[config.mk]
export PLATFORM = sky130hd
export DESIGN_NAME = button_edge_autorepeat_core_flat
export DESIGN_NICKNAME = d
export VERILOG_FILES = /design/src/rtl/core/bea_pkg.sv /design/src/rtl/core/bea_sample_if.sv /design/src/rtl/core/bea_result_if.sv /design/src/rtl/core/button_edge_autorepeat_core.sv /design/src/rtl/core/bea_axis.sv /design/src/flat_wrapper.sv
export SDC_FILE = /design/constraint.sdc
export NUM_CORES = 1
export LEC_CHECK = 0
export ABC_AREA = 1
export ABC_CLOCK_PERIOD_IN_PS = 5900
export CORE_MARGIN = 3
export CORE_UTILIZATION = 56
export DETAILED_ROUTE_END_ITERATION = 10
export DONT_BUFFER_PORTS = 1
export PLACE_DENSITY = 0.73
export REMOVE_ABC_BUFFERS = 1
export SLEW_MARGIN = 20
export SYNTH_ARGS = -nofsm -noshare
export SYNTH_HDL_FRONTEND = slang
export SYNTH_SLANG_ARGS = --single-unit
[constraint.sdc]
create_clock -name i_clk -period 5.9 [get_ports i_clk]
set_input_delay 1.18 -clock i_clk [delete_from_list [all_inputs] [get_ports i_clk]]
set_output_delay 1.18 -clock i_clk [all_outputs]
set_load 0.02 [all_outputs]
[src/rtl/core/bea_pkg.sv]
// Shared constants and types for the button edge and auto-repeat core.
`timescale 1ns / 1ps
package bea_pkg;

    localparam int unsigned BUTTONS_W = 32;
    localparam int unsigned AXIS_W    = 8;
    localparam int unsigned DT_W      = 20;
    localparam int unsigned DZ_W      = 7;
    localparam int unsigned DELAY_W   = 24;
    localparam int unsigned TIMER_W   = 32;
    localparam int unsigned CFG_IDX_W = 3;
    localparam int unsigned CFG_DATA_W = 32;

    typedef enum logic [CFG_IDX_W-1:0] {
        CFG_DEADZONE      = 3'd0,
        CFG_REPEAT_MASK   = 3'd1,
        CFG_FIRST_DELAY   = 3'd2,
        CFG_REPEAT_PERIOD = 3'd3
    } t_cfg_idx;

    localparam logic [DZ_W-1:0]      DEADZONE_RST      = 7'd20;
    localparam logic [BUTTONS_W-1:0] REPEAT_MASK_RST   = 32'd240;
    localparam logic [DELAY_W-1:0]   FIRST_DELAY_RST   = 24'd400000;
    localparam logic [DELAY_W-1:0]   REPEAT_PERIOD_RST = 24'd100000;

    localparam logic [AXIS_W-1:0] AXIS_CENTRE = 8'd128;

endpackage

[src/rtl/core/bea_sample_if.sv]
// Input channel carrying one controller sample per item.
`timescale 1ns / 1ps
interface bea_sample_if;
    logic                             valid;
    logic                             ready;
    logic [bea_pkg::BUTTONS_W-1:0]    buttons_now;
    logic [bea_pkg::AXIS_W-1:0]       axis_x_raw;
    logic [bea_pkg::AXIS_W-1:0]       axis_y_raw;
    logic [bea_pkg::DT_W-1:0]         elapsed_us;

    modport source (output valid, buttons_now, axis_x_raw, axis_y_raw, elapsed_us,
                    input ready);
    modport sink   (input valid, buttons_now, axis_x_raw, axis_y_raw, elapsed_us,
                    output ready);
endinterface

[src/rtl/core/bea_result_if.sv]
// Output channel carrying one conditioned result per item.
`timescale 1ns / 1ps
interface bea_result_if;
    logic                             valid;
    logic                             ready;
    logic [bea_pkg::BUTTONS_W-1:0]    held_buttons;
    logic [bea_pkg::BUTTONS_W-1:0]    pressed_buttons;
    logic [bea_pkg::BUTTONS_W-1:0]    released_buttons;
    logic [bea_pkg::BUTTONS_W-1:0]    repeat_buttons;
    logic signed [bea_pkg::AXIS_W-1:0] axis_x;
    logic signed [bea_pkg::AXIS_W-1:0] axis_y;

    modport source (output valid, held_buttons, pressed_buttons, released_buttons,
                    repeat_buttons, axis_x, axis_y, input ready);
    modport sink   (input valid, held_buttons, pressed_buttons, released_buttons,
                    repeat_buttons, axis_x, axis_y, output ready);
endinterface

[src/rtl/core/button_edge_autorepeat_core.sv]
// Top level: button edges, axis deadzone and auto-repeat timer for controller samples.
// Each accepted sample's result is registered in the output register.
// Throughput: one sample per cycle while ready; the repeat timer updates on accept.
// Ready stays high while the output register is empty or being taken.
// Reset: synchronous, active low; clears button history, repeat timer and output valid,
// and loads the register defaults (deadzone 20, mask 240, delay 400000, period 100000).
`timescale 1ns / 1ps
module button_edge_autorepeat_core (
    input  logic                               i_clk,
    input  logic                               i_rst_n,
    input  logic                               i_cfg_we,
    input  logic [bea_pkg::CFG_IDX_W-1:0]      i_cfg_idx,
    input  logic [bea_pkg::CFG_DATA_W-1:0]     i_cfg_data,
    bea_sample_if.sink                         i_sample,
    bea_result_if.source                       o_result
);

    logic [bea_pkg::DZ_W-1:0]      r_deadzone;
    logic [bea_pkg::BUTTONS_W-1:0] r_repeat_mask;
    logic [bea_pkg::DELAY_W-1:0]   r_first_delay;
    logic [bea_pkg::DELAY_W-1:0]   r_repeat_period;

    logic [bea_pkg::BUTTONS_W-1:0] r_prev_buttons;
    logic [bea_pkg::BUTTONS_W-1:0] r_tracked_set;
    logic [bea_pkg::TIMER_W-1:0]   r_timer;
    logic                          r_started;

    logic [bea_pkg::BUTTONS_W-1:0] n_tracked_set;
    logic [bea_pkg::TIMER_W-1:0]   n_timer;
    logic                          n_started;

    logic                          r_valid;
    logic [bea_pkg::BUTTONS_W-1:0] r_held;
    logic [bea_pkg::BUTTONS_W-1:0] r_pressed;
    logic [bea_pkg::BUTTONS_W-1:0] r_released;
    logic [bea_pkg::BUTTONS_W-1:0] r_repeat;
    logic signed [bea_pkg::AXIS_W-1:0] r_axis_x;
    logic signed [bea_pkg::AXIS_W-1:0] r_axis_y;

    logic                          accept;
    logic [bea_pkg::BUTTONS_W-1:0] pressed;
    logic [bea_pkg::BUTTONS_W-1:0] released;
    logic [bea_pkg::BUTTONS_W-1:0] rep_set;
    logic [bea_pkg::BUTTONS_W-1:0] n_repeat;
    logic [bea_pkg::TIMER_W:0]     sum_wide;
    logic [bea_pkg::TIMER_W-1:0]   sum_sat;
    logic [bea_pkg::TIMER_W-1:0]   threshold;
    logic signed [bea_pkg::AXIS_W-1:0] axis_x;
    logic signed [bea_pkg::AXIS_W-1:0] axis_y;

    assign i_sample.ready = !r_valid || o_result.ready;
    assign accept         = i_sample.valid && i_sample.ready;

    assign pressed  = i_sample.buttons_now & ~r_prev_buttons;
    assign released = ~i_sample.buttons_now & r_prev_buttons;
    assign rep_set  = i_sample.buttons_now & r_repeat_mask;

    assign sum_wide  = {1'b0, r_timer} + {{(bea_pkg::TIMER_W + 1 - bea_pkg::DT_W){1'b0}},
                                          i_sample.elapsed_us};
    assign sum_sat   = sum_wide[bea_pkg::TIMER_W] ? '1 : sum_wide[bea_pkg::TIMER_W-1:0];
    assign threshold = {{(bea_pkg::TIMER_W - bea_pkg::DELAY_W){1'b0}},
                        (r_started ? r_repeat_period : r_first_delay)};

    always_comb begin
        n_tracked_set = r_tracked_set;
        n_timer       = r_timer;
        n_started     = r_started;
        n_repeat      = pressed;
        if (rep_set != r_tracked_set) begin
            n_tracked_set = rep_set;
            n_timer       = '0;
            n_started     = 1'b0;
        end else if (rep_set != '0) begin
            n_timer = sum_sat;
            if (sum_sat >= threshold) begin
                n_timer   = sum_sat - threshold;
                n_started = 1'b1;
                n_repeat  = pressed | rep_set;
            end
        end
    end

    bea_axis u_axis_x (
        .i_raw      (i_sample.axis_x_raw),
        .i_deadzone (r_deadzone),
        .o_axis     (axis_x)
    );

    bea_axis u_axis_y (
        .i_raw      (i_sample.axis_y_raw),
        .i_deadzone (r_deadzone),
        .o_axis     (axis_y)
    );

    always_ff @(posedge i_clk) begin
        if (!i_rst_n) begin
            r_deadzone      <= bea_pkg::DEADZONE_RST;
            r_repeat_mask   <= bea_pkg::REPEAT_MASK_RST;
            r_first_delay   <= bea_pkg::FIRST_DELAY_RST;
            r_repeat_period <= bea_pkg::REPEAT_PERIOD_RST;
        end else if (i_cfg_we) begin
            case (i_cfg_idx)
                bea_pkg::CFG_DEADZONE:      r_deadzone      <= i_cfg_data[bea_pkg::DZ_W-1:0];
                bea_pkg::CFG_REPEAT_MASK:   r_repeat_mask   <= i_cfg_data;
                bea_pkg::CFG_FIRST_DELAY:   r_first_delay   <= i_cfg_data[bea_pkg::DELAY_W-1:0];
                bea_pkg::CFG_REPEAT_PERIOD: r_repeat_period <= i_cfg_data[bea_pkg::DELAY_W-1:0];
                default: ;
            endcase
        end
    end

    always_ff @(posedge i_clk) begin
        if (!i_rst_n) begin
            r_prev_buttons <= '0;
            r_tracked_set  <= '0;
            r_timer        <= '0;
            r_started      <= 1'b0;
            r_valid        <= 1'b0;
        end else begin
            if (accept) begin
                r_prev_buttons <= i_sample.buttons_now;
                r_tracked_set  <= n_tracked_set;
                r_timer        <= n_timer;
                r_started      <= n_started;
                r_valid        <= 1'b1;
            end else if (o_result.ready) begin
                r_valid <= 1'b0;
            end
        end
    end

    // hold the result until taken
    always_ff @(posedge i_clk) begin
        if (accept) begin
            r_held     <= i_sample.buttons_now;
            r_pressed  <= pressed;
            r_released <= released;
            r_repeat   <= n_repeat;
            r_axis_x   <= axis_x;
            r_axis_y   <= axis_y;
        end
    end

    assign o_result.valid            = r_valid;
    assign o_result.held_buttons     = r_held;
    assign o_result.pressed_buttons  = r_pressed;
    assign o_result.released_buttons = r_released;
    assign o_result.repeat_buttons   = r_repeat;
    assign o_result.axis_x           = r_axis_x;
    assign o_result.axis_y           = r_axis_y;

endmodule

[src/rtl/core/bea_axis.sv]
// Axis re-centering and deadzone for one analog stick axis.
`timescale 1ns / 1ps
module bea_axis (
    input  logic [bea_pkg::AXIS_W-1:0]        i_raw,
    input  logic [bea_pkg::DZ_W-1:0]          i_deadzone,
    output logic signed [bea_pkg::AXIS_W-1:0] o_axis
);

    logic signed [bea_pkg::AXIS_W-1:0] centred;
    logic signed [bea_pkg::AXIS_W:0]   wide;
    logic signed [bea_pkg::AXIS_W:0]   dz_pos;
    logic signed [bea_pkg::AXIS_W:0]   dz_neg;
    logic                              outside;

    assign centred = signed'(i_raw ^ bea_pkg::AXIS_CENTRE);
    assign wide    = {centred[bea_pkg::AXIS_W-1], centred};
    assign dz_pos  = signed'({2'b00, i_deadzone});
    assign dz_neg  = -dz_pos;
    assign outside = (wide > dz_pos) || (wide < dz_neg);
    assign o_axis  = outside ? centred : '0;

endmodule
[src/flat_wrapper.sv]
// flat-port wrapper written by rule: the top's interface ports become plain ports
module button_edge_autorepeat_core_flat 
  (i_clk, i_rst_n, i_cfg_we, i_cfg_idx, i_cfg_data, i_sample_valid, i_sample_buttons_now, i_sample_axis_x_raw, i_sample_axis_y_raw, i_sample_elapsed_us, i_sample_ready, o_result_valid, o_result_held_buttons, o_result_pressed_buttons, o_result_released_buttons, o_result_repeat_buttons, o_result_axis_x, o_result_axis_y, o_result_ready);
  bea_sample_if i_sample_i ();
  bea_result_if o_result_i ();
  input  logic i_clk;
  input  logic i_rst_n;
  input  logic i_cfg_we;
  input  logic [bea_pkg::CFG_IDX_W-1:0] i_cfg_idx;
  input  logic [bea_pkg::CFG_DATA_W-1:0] i_cfg_data;
  input wire logic [$bits(i_sample_i.valid)-1:0] i_sample_valid;
  input wire logic [$bits(i_sample_i.buttons_now)-1:0] i_sample_buttons_now;
  input wire logic [$bits(i_sample_i.axis_x_raw)-1:0] i_sample_axis_x_raw;
  input wire logic [$bits(i_sample_i.axis_y_raw)-1:0] i_sample_axis_y_raw;
  input wire logic [$bits(i_sample_i.elapsed_us)-1:0] i_sample_elapsed_us;
  output wire logic [$bits(i_sample_i.ready)-1:0] i_sample_ready;
  output wire logic [$bits(o_result_i.valid)-1:0] o_result_valid;
  output wire logic [$bits(o_result_i.held_buttons)-1:0] o_result_held_buttons;
  output wire logic [$bits(o_result_i.pressed_buttons)-1:0] o_result_pressed_buttons;
  output wire logic [$bits(o_result_i.released_buttons)-1:0] o_result_released_buttons;
  output wire logic [$bits(o_result_i.repeat_buttons)-1:0] o_result_repeat_buttons;
  output wire logic [$bits(o_result_i.axis_x)-1:0] o_result_axis_x;
  output wire logic [$bits(o_result_i.axis_y)-1:0] o_result_axis_y;
  input wire logic [$bits(o_result_i.ready)-1:0] o_result_ready;
  assign i_sample_i.valid = i_sample_valid;
  assign i_sample_i.buttons_now = i_sample_buttons_now;
  assign i_sample_i.axis_x_raw = i_sample_axis_x_raw;
  assign i_sample_i.axis_y_raw = i_sample_axis_y_raw;
  assign i_sample_i.elapsed_us = i_sample_elapsed_us;
  assign i_sample_ready = i_sample_i.ready;
  assign o_result_valid = o_result_i.valid;
  assign o_result_held_buttons = o_result_i.held_buttons;
  assign o_result_pressed_buttons = o_result_i.pressed_buttons;
  assign o_result_released_buttons = o_result_i.released_buttons;
  assign o_result_repeat_buttons = o_result_i.repeat_buttons;
  assign o_result_axis_x = o_result_i.axis_x;
  assign o_result_axis_y = o_result_i.axis_y;
  assign o_result_i.ready = o_result_ready;
  button_edge_autorepeat_core u_core (.i_clk(i_clk), .i_rst_n(i_rst_n), .i_cfg_we(i_cfg_we), .i_cfg_idx(i_cfg_idx), .i_cfg_data(i_cfg_data), .i_sample(i_sample_i), .o_result(o_result_i));
endmodule
==> results.md, run 1 <==
* CP Capture Type: register
* Layout cells sized above 1 at around 5.5%
* Met3 Use GR at 5.78%
* Clock transition at path regs at 0.06 ns
* Number of distinct library cells after synthesis at 49
* CP required at 6.13 ns
* IO Pins at 254
* Max-cap violations at 0
* Per-cell routed wire length at between 15 and 20 um
* H-tree depth at 2
* Maximum vdd ir drop at 0.000225 V
* Yosys top cell area share at 25.7%
* Placed instance area at roughly 0.017 mm2
* Post-Route WL at 44500 um
* Leak at 8.08 nW
* DR vias at 14013
* Clock latency on the worst-skew pair at 0.52 ns
* Sink Count at 329
* First-pass GRT wire length at 69700 um
* Pin count of the biggest net entering global routing at 153
* Most instantiated cells after synthesis: nand2_1 (426), nor2_1 (244), inv_1 (238), dfxtp_1 (185), o21ai_0 (175)
* DIE AREA at 0.0322 mm2
* Num CTS Buffers at 35
* Setup TNS at 0 ns
* Synth async-reset ratio at 0%
* Die X at roughly 180 um
* DP Worst Slack at 0.405 ns
* Hpwl dp at between 30000 and 40000 um
* Post-route DRC at 0
* Pre-antenna DRT Iters at 5
* Post-Layout Cell Count at 2487
* WP data arrival at 5.31 ns
* Routability cong. at 0.957
* Postcts setup bufs at 0
* GR peak layer: met2
* Register-to-register setup slack at 1.18 ns
* RSZ-0062 raised after global routing: no
* Setup violators final at 0
* Met1 GRT Util at 35.0%
* Diode count at 0
* Min-Delay Path Class: reg2reg
* Hold-fix buffers, CTS at 0
* Vias per inst at 5.63
* Site Rows at 62
* Final nets at 2262
* Cells after DPL at between 2000 and 2500
* EDFF count, synth at 144
* Syn Inst Count at 2099
* Ys Warns at 0
* Yosys reg bits at 329
* Cell area after synthesis at roughly 0.017 mm2
* Worst Slack Setup Final at 0.824 ns
* Power density over the cells at 310 mW/mm2
* Syn Area/Cell at 8.02 um2
* Fin crit period at 5.08 ns
* Endpoints failing hold at 0
* Count leader, synth: nand2_1
* Total grt overflow at 0
* Overall power at 5.67 mW
* Area delta synth->final at 8.79%
* Crit path kind: in2reg
* Worst relative slew slack at 33.0%
* Tcrit/Tclk final at ~86%
* IO Port Bufs at 0
* Worst-margin pin slew at between 0.9 and 1 ns
* Status: finished clean
* CTS tree: yes
* Initial antenna violation count at 0
* Root buffer cell: clkbuf_16
* Fmax at 0.197 GHz
* Worst Skew at 0.0217 ns
* Worst Path Max Fanout at 32
* Sequential cell area fraction in the yosys report at 47.7%
* Die Y at 179 um
* Core area at slightly below 0.03 mm2
* Startpoint Class: primary input
* Top FF cell, synth: dfxtp_1
* Vias in the first global route at 13124
* CTS resizes at 0
* Area contributors post-synth: edfxtp_1 (26%), dfxtp_1 (22%), nand2_1 (9.5%)
* GRT Total Usage at 26.2%
* Bufs on Longest Clock Path at 3
* Starting DRC count in detailed routing at 1243
* Number of max-slew violations in the final report at 0
* Cell accounting for the most synthesized area: edfxtp_1
* Final instance area at 0.0183 mm2
* Starting Density at 57.7%
* Antenna viol nets, final at 0
* Met2 usage in global routing at 43.5%
worst max-delay path, stage by stage:
cell and delay (ns):
ha_1 0.23, fa_1 0.43, nand3_1 0.12, nand3_2 0.11, nand2_1 0.09, nand2_1 0.09, nand2_1 0.10, nand3_2 0.09
nand2_1 0.09, inv_1 0.11, nor2_1 0.16, ha_1 0.19, inv_1 0.05, fa_1 0.38, nand2_1 0.10, o21ai_0 0.17
nand2_1 0.11, nand2_1 0.14, nand2_1 0.10, nand3_1 0.09, nor2_1 0.15, nand4_2 0.18, nor2_8 0.14, nand3_4 0.08
nand3_2 0.09, buf_4 0.38, o21ai_1 0.15
final timing paths:
check / startpoint / endpoint / cells after the start
max: i_sample_elapsed_us[0] / u_core.o_result.repeat_buttons[3] / 27
min: u_core.r_repeat_period[11] / u_core.r_repeat_period[11] / 2
max reg2reg: u_core.r_timer[0] / u_core.o_result.repeat_buttons[3] / 27
min reg2reg: u_core.r_repeat_period[11] / u_core.r_repeat_period[11] / 2
logic make-up after synthesis:
family | Yosys count | synth area share [%]
compound gates | 403 | 12.3
flops | 329 | 47.7
buf+inv | 332 | 7.68
simple gates | 878 | 22.3
xor+xnor | 74 | 3.85
fa+ha+maj | 77 | 5.81
mux | 6 | 0.357
metal layers:
metal | wire length [um] | share of wire, %
met1 | 18800 | 42
met2 | 21000 | 47
met3 | 3680 | 8.3
met4 | 1030 | 2.3
met5 | 0 | 0
power by group:
| group | total [mW] | switching [mW] | internal (mW) |
|---|---|---|---|
| clock | 2.24 | 0.884 | 1.36 |
| sequential | 2.67 | 0.144 | 2.53 |
| combinational | 0.760 | 0.508 | 0.251 |
registers in the layout, summed over array words and instances, names as in the netlist, 7 cells and up:
signal                            flops
u_core.o_result.pressed_buttons      32
u_core.r_deadzone                     7
u_core.o_result.released_buttons     32
u_core.r_prev_buttons                32
u_core.r_repeat_period               24
u_core.r_first_delay                 24
u_core.o_result.axis_x                8
u_core.r_tracked_set                 32
u_core.o_result.held_buttons         32
u_core.r_timer                       32
u_core.o_result.repeat_buttons       32
u_core.r_repeat_mask                 32
u_core.o_result.axis_y                8
per-stage QoR:
step	utilization, %	hold slack [ns]
after floorplan	-	0.424
after global placement	58.7	0.433
after detailed placement	58.7	0.437
after CTS	62.8	0.449
after global routing	62.8	0.474
final	62.8	0.450
placed cells by master (no fill, tap or decap), types with 10 or more instances in the layout:
cell type,n
edfxtp_1,144
inv_1,237
nor2_1,243
clkbuf_1,10
nor3_1,24
xnor2_1,24
buf_4,16
nand2_1,425
nand4_1,48
ha_1,75
a21oi_1,171
inv_2,16
xor2_1,50
o21ai_0,175
nand3_1,96
o21ai_1,32
dfxtp_1,185
clkbuf_16,39
area by class of cell:
type                       instances  area (um2)
multi-input combinational       1438        7530
timing repair buffer              16         120
inverter                         257         970
sequential                       329        8030
clock buffer                      54        1080
clock inverter                     9         111
tap                              384         480
fill                            2518       10800
Power figures use the tool's default switching activity.
==> inputs of run 2 (changes only) <==
- BUFFER_PORTS_ARGS: default -> -buffer_cell sky130_fd_sc_hd__clkbuf_2
- DONT_BUFFER_PORTS: 1 -> default
- PLACE_DENSITY: 0.73 -> 0.81
==> run 2 against run 1 <==
Compared with the run above: highest routed layer is now met5; wire length is 0.53% higher; sequential share of layout area is 2.9 points lower; design area is 7.2% higher; flip-flop and latch count stayed put; critical path type unchanged.
==> results.md, run 2 (synthesis gave the netlist of run 1 again) <==
* Status: finished clean
* Bufs on Longest Clock Path at 3 (unchanged)
* Setup violators final at 0 (unchanged)
* Die X at 179 um (unchanged)
* Site Rows at 62 (unchanged)
* Initial antenna violation count at 2 (+2)
* Fin crit period at 5.04 ns (-0.0402 ns)
* Post-Route WL at 44800 um (+0.53%)
* Layout cells sized above 1 at 15.9% (+10 points)
* CP required at 6.30 ns (+0.17 ns)
* RSZ-0062 raised after global routing: no
* Flip-flop and latch area at 0.00803 mm2 (unchanged)
* Pre-antenna DRT Iters at 6 (+1)
* CTS resizes at 0 (unchanged)
* Min-Delay Path Class: reg2reg
* Post-route DRC at 0 (unchanged)
* Commonest non-fill, non-tap cell in the layout: nand2_1
* Per-cell routed wire length at 16.3 um (-8.7%)
* Overall power at 5.90 mW (+4.0%)
* Routability cong. at 0.943 (-1.5%)
* Vias in the first global route at 14317 (+9.1%)
* Postcts setup bufs at 0 (unchanged)
* IO Port Bufs at 253 (+253)
* Clock latency on the worst-skew pair at 0.52 ns (about the same)
* Worst relative slew slack at 28.8% (-4.2 points)
* Worst Slack Setup Final at 0.865 ns (+0.0402 ns)
* Starting Density at 57.7% (unchanged)
* CTS tree: yes
* Sink Count at 329 (unchanged)
* Hpwl dp at 32900 um (+1.1%)
* H-tree depth at 2 (unchanged)
* Area delta synth->final at 16.6%
* Vias per inst at 5.49 (-2.5%)
* Hold-fix buffers, CTS at 0 (unchanged)
* Cells after DPL at 2675 (+10%)
* Worst Skew at 0.0231 ns (+0.00140 ns)
* Worst hold slack at 0.451 ns (+0.00162 ns)
* Post-Layout Cell Count at 2738 (+10%)
* Final nets at 2513 (+11%)
* GRT Total Usage at 26.8% (+0.57 points)
* DP Worst Slack at 0.400 ns (-0.00530 ns)
* WP data arrival at 5.44 ns (+0.13 ns)
* Core area at 0.0292 mm2 (unchanged)
* Fmax at 0.199 GHz (+0.80%)
* CP Capture Type: register
* Power density over the cells at 300 mW/mm2 (-3.0%)
* IO Pins at 254 (unchanged)
* Tcrit/Tclk final at 85.3% (-0.68 points)
* Setup TNS at 0 ns (unchanged)
* DR vias at 15037 (+7.3%)
* Pin count of the biggest net entering global routing at 97 (-37%)
* Number of max-slew violations in the final report at 0 (unchanged)
* Maximum vdd ir drop at 0.000274 V (+22%)
* Starting DRC count in detailed routing at 1248 (+0.40%)
* Endpoints failing hold at 0 (unchanged)
* Startpoint Class: primary input
* First-pass GRT wire length at 72100 um (+3.4%)
* Leak at 9.16 nW (+13%)
* Antenna viol nets, final at 0 (unchanged)
* Total grt overflow at 0 (unchanged)
* Die Y at 179 um (unchanged)
* Root buffer cell: clkbuf_16
* Fillers at 2435 (-3.3%)
* Worst-margin pin slew at 1.06 ns (+0.0626 ns)
* Diode count at 0 (unchanged)
* Multi-input gate area at 0.00753 mm2 (unchanged)
* Most frequent cells in the layout: nand2_1 (425), clkbuf_2 (252), nor2_1 (243)
* DIE AREA at 0.0322 mm2 (unchanged)
* Num CTS Buffers at 35 (unchanged)
* Worst Path Max Fanout at 32 (unchanged)
* Max-cap violations at 0 (unchanged)
* Clock transition at path regs at 0.06 ns (about the same)
* Crit path kind: in2reg
==> run 2: changes by cell type in the layout (fill, tap and decap cells not counted), moves of 2 or more <==
| cell | change |
|---|---|
| buf_4 | -2 |
| bufinv_16 | +4 |
| clkbuf_1 | -7 |
| clkbuf_16 | -3 |
| clkbuf_2 | +252 |
| clkinv_1 | +2 |
| clkinv_2 | +2 |
| clkinvlp_4 | +2 |
| inv_1 | -2 |
| inv_2 | +2 |
==> run 2: routing by layer <==
metal / GRT usage (%) / vias up / share of wire (%)
met3: 5.78 / 120 / 7.7
met2: 44.7 / 567 / 47
met4: 8.82 / 4 / 3.3
met5: 0 / - / 0.076
met1: 34.9 / 6933 / 42
li1: - / 7413 / -
==> run 2: worst paths after layout <==
kind	cells past startpoint	slack [ns]	to	startpoint
setup reg to reg	26	1.30	u_core.r_timer[2]	u_core.r_timer[0]
hold reg to reg	2	0.45	u_core.r_repeat_period[13]	u_core.r_repeat_period[13]
setup / recovery	27	0.86	u_core.r_timer[2]	i_sample_elapsed_us[0]
hold / removal	2	0.45	u_core.r_repeat_period[13]	u_core.r_repeat_period[13]
==> run 2: metrics by stage <==
step	util (%)	cell area (um2)
after floorplan	-	16500
after global placement	63.1	18400
after detailed placement	63.1	18400
after CTS	67.3	19600
after global routing	67.3	19600
final	67.3	19600
==> run 2: worst max-delay path, stage by stage <==
cell	delay (ns)
clkbuf_2	0.08
ha_1	0.23
fa_1	0.43
nand3_1	0.12
nand3_2	0.11
nand2_1	0.08
nand2_1	0.09
nand2_1	0.11
nand3_2	0.09
nand2_1	0.08
inv_1	0.14
buf_4	0.23
nor2_1	0.23
inv_1	0.07
ha_1	0.36
a21oi_1	0.22
o21ai_0	0.10
a21oi_1	0.17
nand3_1	0.13
nor2_1	0.14
nand4_2	0.17
nor2_8	0.14
nand3_4	0.09
buf_4	0.29
o21ai_0	0.12
nand3_1	0.09
a21oi_1	0.13
==> run 2: area by class of cell <==
class / instances / share of cell area, %
Sequential cell: 329 / 40.9
Tap cell: 384 / 2.45
Clock inverter: 20 / 1.43
Timing Repair Buffer: 267 / 7.06
Clock buffer: 43 / 4.92
Inverter: 257 / 4.94
Multi-Input combinational cell: 1438 / 38.3
==> run 2: report_power, final <==
part | switching [mW] | internal, mW | total, mW | leakage (nW)
Sequential | 0.0497 | 2.52 | 2.57 | 2.94
Combinational | 0.667 | 0.319 | 0.987 | 5.62
Clock | 0.906 | 1.44 | 2.34 | 0.605
